`config.mk`:
```
export PLATFORM = sky130hd
export DESIGN_NAME = bis_ctrl
export DESIGN_NICKNAME = d
export VERILOG_FILES = /design/src/rtl/core/bis_pkg.sv /design/src/rtl/core/bis_ctrl.sv
export SDC_FILE = /design/constraint.sdc
export NUM_CORES = 1
export LEC_CHECK = 0
export BUFFER_PORTS_ARGS = -buffer_cell sky130_fd_sc_hd__buf_2
export CAP_MARGIN = 20
export CORE_MARGIN = 10
export CORE_UTILIZATION = 41
export CTS_CLUSTER_SIZE = 20
export DETAILED_ROUTE_END_ITERATION = 12
export PLACE_DENSITY_LB_ADDON = 0.2
export SYNTH_ARGS = -nofsm -noshare
export SYNTH_HDL_FRONTEND = slang
export SYNTH_SLANG_ARGS = --single-unit
```
`constraint.sdc`:
```
create_clock -name clk -period 1.5 [get_ports clk]
set_clock_uncertainty 0.05 [all_clocks]
set_input_delay 0.225 -clock clk [delete_from_list [all_inputs] [get_ports clk]]
set_output_delay 0.225 -clock clk [all_outputs]
set_load 0.005 [all_outputs]
```
`src/rtl/core/bis_pkg.sv`:
```
`timescale 1ns / 1ps
package bis_pkg;

  // Field widths fixed by the item format
  localparam int KEY_W = 27;
  localparam int VOL_W = 32;
  localparam int POS_W = 12;
  localparam int IDX_W = 12;
  localparam int CNT_W = 13;

  // Reset value of the entry count register
  localparam logic [CNT_W-1:0] COUNT_RESET = 13'd4096;

  // Input item commands
  localparam logic CMD_LOAD   = 1'b0;
  localparam logic CMD_SEARCH = 1'b1;

  // Configuration register indexes
  localparam logic REG_ENTRY_COUNT = 1'b0;

  // Table read address selects
  localparam logic [2:0] RD_LO  = 3'd0;
  localparam logic [2:0] RD_HI  = 3'd1;
  localparam logic [2:0] RD_NX  = 3'd2;
  localparam logic [2:0] RD_JMP = 3'd3;
  localparam logic [2:0] RD_POS = 3'd4;

  // Controller to datapath commands
  typedef struct packed {
    logic       load;
    logic       start;
    logic       lat_klo;
    logic       lat_khi;
    logic       mul;
    logic       div_init;
    logic       div_step;
    logic       set_next;
    logic       sq_init;
    logic       sq_step;
    logic       jmp_add;
    logic       narrow;
    logic       scan_init;
    logic       scan_inc;
    logic       pos_lo;
    logic       pos_nx;
    logic       lat_vol;
    logic       set_miss;
    logic       out_load;
    logic [2:0] rd_sel;
  } bis_cmd_t;

  // Datapath to controller status
  typedef struct packed {
    logic empty;
    logic out_rng;
    logic ends_eq;
    logic key_eq_lo;
    logic tiny_span;
    logic div_last;
    logic nx_eq;
    logic sq_last;
    logic in_lim;
    logic jmp_go;
    logic scan_eq;
    logic scan_last;
  } bis_stat_t;

endpackage

```
`src/rtl/core/bis_ctrl.sv`:
```
`timescale 1ns / 1ps
module bis_ctrl (
  input  logic                clk,
  input  logic                rst,
  input  logic                in_valid,
  input  logic                cmd,
  output logic                in_stall,
  output logic                out_valid,
  input  logic                out_stall,
  input  bis_pkg::bis_stat_t  stat,
  output bis_pkg::bis_cmd_t   cmd_o
);

  localparam logic [4:0] S_IDLE = 5'd0;
  localparam logic [4:0] S_INIT = 5'd1;
  localparam logic [4:0] S_RLO  = 5'd2;
  localparam logic [4:0] S_RHI  = 5'd3;
  localparam logic [4:0] S_CHK  = 5'd4;
  localparam logic [4:0] S_DEC  = 5'd5;
  localparam logic [4:0] S_MUL  = 5'd6;
  localparam logic [4:0] S_DIV  = 5'd7;
  localparam logic [4:0] S_NXT  = 5'd8;
  localparam logic [4:0] S_RNX  = 5'd9;
  localparam logic [4:0] S_CNX  = 5'd10;
  localparam logic [4:0] S_SQ   = 5'd11;
  localparam logic [4:0] S_JMP  = 5'd12;
  localparam logic [4:0] S_JCK  = 5'd13;
  localparam logic [4:0] S_NAR  = 5'd14;
  localparam logic [4:0] S_SREQ = 5'd15;
  localparam logic [4:0] S_SCK  = 5'd16;
  localparam logic [4:0] S_HIT  = 5'd17;
  localparam logic [4:0] S_HV   = 5'd18;
  localparam logic [4:0] S_MISS = 5'd19;
  localparam logic [4:0] S_DONE = 5'd20;

  logic [4:0] state, state_next;
  logic       out_valid_next;
  logic       in_xfer;

  assign in_stall = state != S_IDLE;
  assign in_xfer  = in_valid && !in_stall;

  // Sequence one load or search through the datapath
  always_comb begin
    state_next = state;
    cmd_o      = '0;
    cmd_o.rd_sel = bis_pkg::RD_LO;
    unique case (state)
      S_IDLE: begin
        if (in_xfer) begin
          if (cmd == bis_pkg::CMD_SEARCH) begin
            cmd_o.start = 1'b1;
            state_next  = S_INIT;
          end else begin
            cmd_o.load = 1'b1;
          end
        end
      end
      S_INIT: state_next = stat.empty ? S_MISS : S_RLO;
      S_RLO: begin
        cmd_o.rd_sel = bis_pkg::RD_LO;
        state_next   = S_RHI;
      end
      S_RHI: begin
        cmd_o.rd_sel  = bis_pkg::RD_HI;
        cmd_o.lat_klo = 1'b1;
        state_next    = S_CHK;
      end
      S_CHK: begin
        cmd_o.lat_khi = 1'b1;
        state_next    = S_DEC;
      end
      S_DEC: begin
        priority if (stat.out_rng) begin
          state_next = S_MISS;
        end else if (stat.ends_eq) begin
          cmd_o.pos_lo = stat.key_eq_lo;
          state_next   = stat.key_eq_lo ? S_HIT : S_MISS;
        end else if (stat.tiny_span) begin
          cmd_o.scan_init = 1'b1;
          state_next      = S_SREQ;
        end else begin
          cmd_o.mul  = 1'b1;
          state_next = S_MUL;
        end
      end
      S_MUL: begin
        cmd_o.div_init = 1'b1;
        state_next     = S_DIV;
      end
      S_DIV: begin
        cmd_o.div_step = 1'b1;
        if (stat.div_last) state_next = S_NXT;
      end
      S_NXT: begin
        cmd_o.set_next = 1'b1;
        state_next     = S_RNX;
      end
      S_RNX: begin
        cmd_o.rd_sel = bis_pkg::RD_NX;
        state_next   = S_CNX;
      end
      S_CNX: begin
        if (stat.nx_eq) begin
          cmd_o.pos_nx = 1'b1;
          state_next   = S_HIT;
        end else begin
          cmd_o.sq_init = 1'b1;
          state_next    = S_SQ;
        end
      end
      S_SQ: begin
        cmd_o.sq_step = 1'b1;
        if (stat.sq_last) state_next = S_JMP;
      end
      S_JMP: begin
        cmd_o.rd_sel = bis_pkg::RD_JMP;
        state_next   = stat.in_lim ? S_JCK : S_NAR;
      end
      S_JCK: begin
        if (stat.jmp_go) begin
          cmd_o.jmp_add = 1'b1;
          state_next    = S_JMP;
        end else begin
          state_next = S_NAR;
        end
      end
      S_NAR: begin
        cmd_o.narrow = 1'b1;
        state_next   = S_RLO;
      end
      S_SREQ: begin
        cmd_o.rd_sel = bis_pkg::RD_NX;
        state_next   = S_SCK;
      end
      S_SCK: begin
        priority if (stat.scan_eq) begin
          cmd_o.pos_nx = 1'b1;
          state_next   = S_HIT;
        end else if (stat.scan_last) begin
          state_next = S_MISS;
        end else begin
          cmd_o.scan_inc = 1'b1;
          state_next     = S_SREQ;
        end
      end
      S_HIT: begin
        cmd_o.rd_sel = bis_pkg::RD_POS;
        state_next   = S_HV;
      end
      S_HV: begin
        cmd_o.lat_vol = 1'b1;
        state_next    = S_DONE;
      end
      S_MISS: begin
        cmd_o.set_miss = 1'b1;
        state_next     = S_DONE;
      end
      S_DONE: begin
        if (!out_valid || !out_stall) begin
          cmd_o.out_load = 1'b1;
          state_next     = S_IDLE;
        end
      end
      default: state_next = S_IDLE;
    endcase
  end

  // Hold the output transfer until the receiver takes it
  assign out_valid_next = cmd_o.out_load || (out_valid && out_stall);

  always_ff @(posedge clk) begin
    if (rst) begin
      state     <= S_IDLE;
      out_valid <= 1'b0;
    end else begin
      state     <= state_next;
      out_valid <= out_valid_next;
    end
  end

endmodule

```
==> impl_results.md, run 1 <==
- RSZ-0062 raised after global routing: true
- Slew @ Worst Pin: 420 ps
- Synth Warn #: 0
- Routed WL: 4590 um
- Final Non-Filler Cells: 218
- Number of inserted diodes: 0
- CP max stage delay: 370 ps
- GR Util All Layers: 15.3%
- CTS tree: yes
- Ratio of cells with drive above 1 in the final layout: about two thirds
- EDFF count, synth: 0
- Core Footprint: roughly 0.0019 sq mm
- CTS Buffer Depth: 2
- CP required: about 1200 ps
- Worst skew pair latency: between 200 and 300 ps
- Nets: between 200 and 250
- Final ANT Viol Nets: 0
- Final Hold Viols: 0
- Initial DRT Pass Iterations: 4
- Net count after synthesis: ~140
- Vias: roughly 1300
- Layout area overhead: 102%
- Max cap viols: 0
- Die area: about 0.0042 sq mm
- Peak Freq: around 0.55 GHz
- Synth top area cells: dfxtp_1 14%, a21oi_1 7.2%, nor2_1 7.2%
- Setup crit start kind: flip-flop
- Die X: 65.1 um
- Vias in the first global route: approximately 1100
- Crit path arrival time: roughly 1500 ps
- Starting Density: 42.9%
- 1st-iter DRT viols: 106
- Placed insts: approximately 200
- H-Tree Depth: 1
- Largest net degree at the start of global routing: 16
- Power after layout: 2310 uW
- Remaining Overflow, GRT: 0
- PD cells: about 1400 mW/mm^2
- GP Congestion: between 0.9 and 1
- Final setup viols: 28
- Initial antenna violation count: 0
- CP Cell Sequence: buf_4 -> nand3b_1 -> buf_4 -> nor3_1 -> buf_2
- Hold Crit Class: input pin to flip-flop
- Num CTS Buffers: 3
- Synth unique cells: 45
- Cells on worst reg2reg path: 6
- Minimum clock period: between 1500 and 2000 ps
- Maximum VDD drop: between 0.0009 and 0.001 V
- Max-slew violations: 0
- Row count: 16
- Seq/Total Area, Yosys: between 10% and 20%
- Most frequent cells in the layout: 38 x buf_2, 18 x buf_4, 15 x buf_6, 12 x nor2_1, 9 x a21oi_1
- Status: finished, violations left
- Gate Count Post-Synth: between 100 and 150
- IO Pins: slightly above 40
- Rel. slew slack: between 70% and 80%
- First-pass GRT wire length: 5350 um
- Fin Hold WS: roughly 210 ps
- Critical path type: flip-flop to primary output
- Port Buffers: 40
- Synth Flop Type: dfxtp_1
- Final period util: 121%
- Clock-pin slew on the worst setup and hold paths: around 50 ps
- Synthesized flop and latch total: 6
- CP endpoint kind: primary output
- Async S/R FF share, synth: 0%
- Height of the die: about 65 um
- Worst Path Max Fanout: 4
- Via-to-Cell Ratio: a little over 6
- Commonest non-fill, non-tap cell in the layout: buf_2
- Syn_area_per_cell: 7.06 sq um
- Routed wire per std cell: approximately 21 um
- Depth of the worst hold-timing path: 2
- DR DRC count: 0
- Crit-path slowest cell: dfxtp_2
- Failing checks: setup timing
- Post-Syn Area: 833 sq um
- Share of the synthesized area in the top cell type: around 14%
- Root Buffer: clkbuf_4
- HPWL Detailed: between 2000 and 2500 um
- Clock sinks: 6
- Setup ws final: -313 ps
- Cell mode on critical path: buf_4
- Leak: about 0.00074 uW
- Area leader, netlist: dfxtp_1
==> cell usage after synthesis, types with 2 or more instances <==
cell / instances
o21ai_0: 2
dfxtp_1: 6
nand2b_4: 2
and3_1: 2
o21ai_1: 2
or3_4: 2
a31oi_1: 2
o31ai_1: 2
o32ai_1: 2
and4_1: 2
a2bb2oi_1: 2
nand2_1: 7
nand2b_1: 4
buf_6: 4
nand3_1: 2
nand3b_1: 5
clkbuf_1: 4
inv_1: 5
nand4_1: 2
nor3_1: 7
a21oi_1: 12
nor2_1: 16
or2_1: 2
==> layer usage <==
layer	vias to the layer above	global-route usage (%)	part of all wire (%)
met2	85	27.2	50
met3	20	4.30	7.8
met4	0	4.28	4.5
met1	626	17.3	37
met5	-	0	0
li1	584	-	-
==> final timing paths <==
| check | from | end | slack, ps |
|---|---|---|---|
| max | state[1] | cmd_o[19] | -310 |
| min | rst | state[1] | 210 |
| max reg2reg | state[3] | state[3] | -180 |
| min reg2reg | out_valid | out_valid | 480 |
==> flip-flops by register name, indices dropped and copies added (netlist names) <==
signal	flops
state	5
out_valid	1
==> through the flow <==
stage | setup TNS, ps | utilization [%] | cell area (sq um) | setup slack [ps]
CTS | -2220 | 70.8 | 1380 | -222
global placement | 0 | 60.6 | 1180 | 13.7
finish | -4420 | 86.7 | 1680 | -313
detailed placement | -11.5 | 60.6 | 1180 | -7.60
floorplan | -4.98 | - | 833 | -4.98
global route | -5820 | 86.7 | 1680 | -364
==> logic make-up (layout without fill, tap and decap cells) <==
family	Yosys count	in the layout	share of synthesized area, %
AND/OR/NAND/NOR	62	62	45.8
AO/OA/AOI/OAI	35	35	28.8
buffers and inverters	15	88	11.0
flip-flops	6	6	14.4
==> final cells by class <==
class | instances | area [sq um]
multi-input cells | 97 | 807
repair buffers | 80 | 672
fillers | 97 | 259
flip-flops and latches | 6 | 129
well taps | 27 | 33.8
clock buffers | 3 | 22.5
inverters | 5 | 18.8
==> power breakdown <==
group          internal, uW  total (uW)  switching, uW  leakage (uW)
sequential              212         287           75.1     0.0000513
clock                  91.7         168           76.3     0.0000138
combinational           955        1850            900      0.000677
total                  1260        2310           1050      0.000743
==> what timing repair did <==
action / in CTS / in global routing
gates cloned: 1 / 2
setup buffers: 4 / 13
resized for setup: 30 / 38
setup endpoints to repair: 24 / 28
pin swaps: 9 / 13
hold buffers: 0 / 0
==> worst max-delay path: cells and delay by family (launching register included) <==
| kind | cells | cell delay, ps |
|---|---|---|
| buffers and inverters | 3 | 530 |
| DFF | 1 | 370 |
| and+or+nand+nor | 2 | 380 |
Note: power is estimated with default switching activity, not from simulation.
==> run 2: changes to the inputs <==
--- a/config.mk
+++ b/config.mk
@@ -7,8 +7,10 @@
 export LEC_CHECK = 0
 export BUFFER_PORTS_ARGS = -buffer_cell sky130_fd_sc_hd__buf_2
 export CAP_MARGIN = 20
+export CELL_PAD_IN_SITES_DETAIL_PLACEMENT = 2
+export CELL_PAD_IN_SITES_GLOBAL_PLACEMENT = 2
 export CORE_MARGIN = 10
-export CORE_UTILIZATION = 41
+export CORE_UTILIZATION = 21
 export CTS_CLUSTER_SIZE = 20
 export DETAILED_ROUTE_END_ITERATION = 12
 export PLACE_DENSITY_LB_ADDON = 0.2
==> impl_results.md, run 2 (same netlist as run 1, synthesis figures left out) <==
- Clock sinks: 6 (unchanged)
- Die X: 83.0 um (was 65.1 um)
- Num CTS Buffers: 3 (unchanged)
- Routed WL: 4780 um (was 4590 um)
- Most frequent cells in the layout: 39 x buf_2, 24 x buf_4, 10 x nor2_1, 10 x a21oi_1, 9 x buf_6 (was 38 x buf_2, 18 x buf_4, 15 x buf_6, 12 x nor2_1, 9 x a21oi_1)
- Initial DRT Pass Iterations: 4 (unchanged)
- Setup ws final: -285 ps (was -313 ps)
- Die area: 0.00689 sq mm (was 0.00424 sq mm)
- Vias: 1181 (was 1315)
- Minimum clock period: 1780 ps (was 1810 ps)
- DR DRC count: 0 (unchanged)
- Number of inserted diodes: 0 (unchanged)
- PD cells: 1440 mW/mm^2 (was 1370 mW/mm^2)
- Setup TNS: -3750 ps (was -4420 ps)
- Crit path arrival time: 1510 ps (was 1540 ps)
- Maximum VDD drop: 0.000500 V (was 0.000961 V)
- Vias in the first global route: 1314 (was 1144)
- Starting Density: 22.3% (was 42.9%)
- Largest net degree at the start of global routing: 13 (was 16)
- CP Cell Sequence: or3_4 -> buf_4 -> nor4_4 -> buf_2 (was buf_4 -> nand3b_1 -> buf_4 -> nor3_1 -> buf_2)
- CTS Buffer Depth: 2 (unchanged)
- # fillers: 454 (was 97)
- Storage cell area: 134 sq um (was 129 sq um)
- Max cap viols: 0 (unchanged)
- Commonest non-fill, non-tap cell in the layout: buf_2 (unchanged)
- Final ANT Viol Nets: 0 (unchanged)
- Ratio of cells with drive above 1 in the final layout: 60.3% (was 66.5%)
- Critical path type: flip-flop to primary output (unchanged)
- Final setup viols: 25 (was 28)
- CTS tree: yes (unchanged)
- Final Non-Filler Cells: 232 (was 218)
- H-Tree Depth: 1 (unchanged)
- Peak Freq: 0.560 GHz (was 0.552 GHz)
- Reg with most FFs: state (unchanged)
- Setup crit start kind: flip-flop (unchanged)
- Nets: 203 (was 210)
- Hold Crit Class: input pin to flip-flop (unchanged)
- Height of the die: 83.0 um (was 65.1 um)
- Multi-input logic area: 742 sq um (was 807 sq um)
- Remaining Overflow, GRT: 0 (unchanged)
- 1st-iter DRT viols: 41 (was 106)
- Largest register FFs: 5 (unchanged)
- CP max stage delay: 440 ps (was 370 ps)
- Initial antenna violation count: 0 (unchanged)
- Crit-path slowest cell: or3_4 (was dfxtp_2)
- Final period util: 119% (was 121%)
- Status: finished, violations left (unchanged)
- Top flop regs: state x5, out_valid x1 (unchanged)
- Via-to-Cell Ratio: 5.09 (was 6.03)
- Max-slew violations: 0 (unchanged)
- Rel. slew slack: 77.5% (was 71.8%)
- Layout area overhead: 79.6% (was 102%)
- RSZ-0062 raised after global routing: true (unchanged)
- HPWL Detailed: 3390 um (was 2360 um)
- Port Buffers: 40 (unchanged)
- Slew @ Worst Pin: 338 ps (was 420 ps)
- IO Pins: 41 (unchanged)
- Leak: 0.000669 uW (was 0.000743 uW)
- Final Hold Viols: 0 (unchanged)
- GP Congestion: 0.854 (was 0.945)
- CP endpoint kind: primary output (unchanged)
- Worst Path Max Fanout: 4 (unchanged)
- Worst skew pair latency: 240 ps (was 260 ps)
- Root Buffer: clkbuf_8 (was clkbuf_4)
- Row count: 22 (was 16)
- First-pass GRT wire length: 7420 um (was 5350 um)
- CP required: 1220 ps (about the same)
- Placed insts: 218 (was 196)
- Core Footprint: 0.00374 sq mm (was 0.00194 sq mm)
- Clock-pin slew on the worst setup and hold paths: 40 ps (was 50 ps)
- GR Util All Layers: 12.8% (was 15.3%)
- Failing checks: setup timing (unchanged)
- Routed wire per std cell: 20.6 um (was 21.1 um)
[run 2: changes by cell type in the layout (fill, tap and decap cells not counted), sizes merged]
cell      previous run  this run
bufbuf               1         0
clkinvlp             0         1
inv                  5         4
buf                 78        73
clkbuf               4         3
[run 2: where the power goes]
part | switching [uW] | internal (uW) | leakage, uW
Sequential | 94.8 | 216 | 0.0000519
Clock | 95.1 | 175 | 0.0000216
Combinational | 804 | 763 | 0.000595
Total | 994 | 1150 | 0.000669
[run 2: repair_timing]
| action | CTS | global route |
|---|---|---|
| pin swaps | 6 | 2 |
| setup buffers | 6 | 5 |
| setup endpoints to repair | 26 | 28 |
| gates resized for setup | 26 | 17 |
| hold buffers | 0 | 0 |
| hold endpoints to repair | 0 | 0 |
[run 2: layout make-up]
| cell class | instances | share of cell area (%) |
|---|---|---|
| multi-input combinational | 97 | 49.6 |
| timing repair buffer | 73 | 33.2 |
| sequential | 6 | 8.95 |
| tap | 48 | 4.01 |
| clock buffer | 3 | 2.76 |
| inverter | 5 | 1.51 |
[run 2: worst paths after layout]
kind	startpoint	cells past startpoint	endpoint	slack, ps
setup reg to reg	state[1]	7	state[0]	-230
hold reg to reg	out_valid	2	out_valid	470
setup / recovery	state[0]	4	cmd_o[8]	-280
hold / removal	rst	2	state[2]	220
[run 2: per-layer routing]
layer | wire (um) | GRT usage (%) | part of all wire, %
met2 | 2460 | 22.5 | 51
met3 | 146 | 2.44 | 3.1
met4 | 60 | 4.15 | 1.3
met1 | 2110 | 15.1 | 44
met5 | 0 | 0 | 0
[run 2: worst max-delay path: cells and delay by family (launching register included)]
family	cells	cell delay [ps]
and+or+nand+nor	2	600
DFF	1	340
buffers and inverters	2	340
[run 2: per-stage QoR]
step	util [%]	area [sq um]	setup WS [ps]	power, uW	hold slack, ps
final	40.0	1500	-285	2150	217
after global routing	40.0	1500	-332	2280	230
after CTS	37.1	1390	-244	1910	220
after detailed placement	32.0	1200	-98.8	1420	455
after global placement	32.0	1200	-69.2	1390	431
after floorplan	-	833	-4.98	950	240
==> run 3: changes to the inputs <==
--- a/config.mk
+++ b/config.mk
@@ -5,12 +5,13 @@
 export SDC_FILE = /design/constraint.sdc
 export NUM_CORES = 1
 export LEC_CHECK = 0
-export BUFFER_PORTS_ARGS = -buffer_cell sky130_fd_sc_hd__buf_2
+export BUFFER_PORTS_ARGS = -buffer_cell sky130_fd_sc_hd__buf_4
 export CAP_MARGIN = 20
 export CELL_PAD_IN_SITES_DETAIL_PLACEMENT = 2
 export CELL_PAD_IN_SITES_GLOBAL_PLACEMENT = 2
+export CORE_ASPECT_RATIO = 0.7
 export CORE_MARGIN = 10
-export CORE_UTILIZATION = 21
+export CORE_UTILIZATION = 23
 export CTS_CLUSTER_SIZE = 20
 export DETAILED_ROUTE_END_ITERATION = 12
 export PLACE_DENSITY_LB_ADDON = 0.2
==> constraint.sdc (replaced) <==
create_clock -name clk -period 1.7 [get_ports clk]
set_clock_uncertainty 0.05 [all_clocks]
set_input_delay 0.255 -clock clk [delete_from_list [all_inputs] [get_ports clk]]
set_output_delay 0.255 -clock clk [all_outputs]
set_load 0.005 [all_outputs]
==> impl_results.md, run 3 (same netlist as run 1, synthesis figures left out) <==
- CTS tree: yes (unchanged)
- Remaining Overflow, GRT: 0 (unchanged)
- H-Tree Depth: 1 (unchanged)
- Setup crit start kind: flip-flop (unchanged)
- Largest net degree at the start of global routing: 13 (unchanged)
- Failing checks: setup timing (unchanged)
- CTS Buffer Depth: 2 (unchanged)
- Worst path buffer plus inverter count: 1 (was 2)
- Routed wire per std cell: 22.6 um (was 20.6 um)
- Worst skew pair latency: 240 ps (about the same)
- CP endpoint kind: primary output (unchanged)
- Rel. slew slack: 68.1% (was 77.5%)
- Critical path type: flip-flop to primary output (unchanged)
- Vias: 1231 (was 1181)
- GP Congestion: 0.802 (was 0.854)
- Largest register FFs: 5 (unchanged)
- Initial DRT Pass Iterations: 4 (unchanged)
- RSZ-0062 raised after global routing: true (unchanged)
- Crit path arrival time: 1580 ps (was 1510 ps)
- IO Pins: 41 (unchanged)
- Minimum clock period: roughly 1900 ps
- Reg with most FFs: state (unchanged)
- Num CTS Buffers: 3 (unchanged)
- PD cells: 1280 mW/mm^2 (was 1440 mW/mm^2)
- Status: finished, violations left (unchanged)
- Row count: 18 (was 22)
- HPWL Detailed: 3370 um (was 3390 um)
- Nets: 202 (was 203)
- Height of the die: 70.4 um (was 83.0 um)
- Leak: 0.000670 uW (was 0.000669 uW)
- CTS Hold Buffers Added: 0 (unchanged)
- Cells on worst reg2reg path: 6 (was 7)
- 1st-iter DRT viols: 59 (was 41)
- Routed WL: 5260 um (was 4780 um)
- Layout area overhead: 91.3% (was 79.6%)
- Maximum VDD drop: 0.000615 V (was 0.000500 V)
- Clock sinks: 6 (unchanged)
- Ratio of cells with drive above 1 in the final layout: 60.1% (was 60.3%)
- CP max stage delay: 430 ps (was 440 ps)
- Setup ws final: -181 ps (was -285 ps)
- First-pass GRT wire length: 6980 um (was 7420 um)
- Core Footprint: 0.00351 sq mm (was 0.00374 sq mm)
- Peak Freq: 0.532 GHz
- Final ANT Viol Nets: 0 (unchanged)
- Vias in the first global route: 1247 (was 1314)
- Port Buffers: 40 (unchanged)
- Power after layout: 2040 uW (was 2150 uW)
- Max cap viols: 0 (unchanged)
- Via-to-Cell Ratio: 5.28 (was 5.09)
- CP required: 1390 ps (was 1220 ps)
- Initial antenna violation count: 0 (unchanged)
- Die area: 0.00647 sq mm (was 0.00689 sq mm)
- Number of inserted diodes: 0 (unchanged)
- Depth of the worst hold-timing path: 2 (unchanged)
- Die X: 91.9 um (was 83.0 um)
- Final period util: 111%
- Setup TNS: -1060 ps (was -3750 ps)
- Max-slew violations: 0 (unchanged)
- Clock-pin slew on the worst setup and hold paths: 40 ps (about the same)
- Commonest non-fill, non-tap cell in the layout: buf_4 (was buf_2)
- Place WS: 11.6 ps (was -98.8 ps)
- Crit-path slowest cell: or3_4 (unchanged)
- Placed inst area: 0.00124 sq mm (was 0.00120 sq mm)
- Final setup viols: 9 (was 25)
- Most frequent cells in the layout: 62 x buf_4, 12 x nor2_1, 10 x a21oi_1, 8 x buf_6, 6 x nand2_1 (was 39 x buf_2, 24 x buf_4, 10 x nor2_1, 10 x a21oi_1, 9 x buf_6)
- Root Buffer: clkbuf_8 (unchanged)
- Top flop regs: state x5, out_valid x1 (unchanged)
- Worst Path Max Fanout: 6 (was 4)
- Crit path depth: 5 (was 4)
- Hold Crit Class: input pin to flip-flop (unchanged)
- CP Cell Sequence: or3_4 -> nor3_4 -> nand2_1 -> nor2_1 -> buf_4 (was or3_4 -> buf_4 -> nor4_4 -> buf_2)
- Largest delay contributor family on the critical path: simple AND/OR/NAND/NOR gates (unchanged)
- DR DRC count: 0 (unchanged)
- Starting Density: 23.7% (was 22.3%)
- GR Util All Layers: 13.6% (was 12.8%)
- Slew @ Worst Pin: 478 ps (was 338 ps)
- Final Hold Viols: 0 (unchanged)
- Finished Cell Area: 0.00159 sq mm (was 0.00150 sq mm)
-- run 3: changes by cell type in the layout (fill, tap and decap cells not counted), sizes merged --
| cell | delta |
|---|---|
| inv | +1 |
| buf | -2 |
| clkbuf | +1 |
| clkinvlp | -1 |
-- run 3: final timing paths --
kind,start,to,slack [ps]
setup / recovery,state[0],cmd_o[21],-180
hold / removal,rst,state[3],190
setup reg to reg,state[0],state[2],-100
hold reg to reg,out_valid,out_valid,510
-- run 3: metrics by stage --
stage               util, %  hold slack, ps  instances
floorplan                 -             270        118
global placement       35.2             432        213
detailed placement     35.2             437        213
CTS                    38.7             177        219
global route           45.4             197        233
finish                 45.4             191        233
-- run 3: power breakdown --
group	total [uW]	internal, uW	leakage (uW)	switching [uW]
registers	281	195	0.0000522	86.0
clock network	242	154	0.0000216	87.5
logic	1520	765	0.000596	754
-- run 3: layout make-up --
type	instances	area, sq um
fillers	400	1920
flip-flops and latches	6	136
inverters	5	18.8
clock buffers	3	41.3
repair buffers	72	596
well taps	50	62.6
multi-input cells	97	739
-- run 3: layer usage --
metal	wire length (um)	global-route usage, %
met1	2260	16.4
met2	2600	22.4
met3	275	4.48
met4	119	3.58
met5	0	0
-- run 3: timing repair --
item	CTS	global route
pin swaps	6	18
resized for setup	18	29
endpoints found under the setup margin	21	22
gates cloned	0	1
buffers inserted	3	13
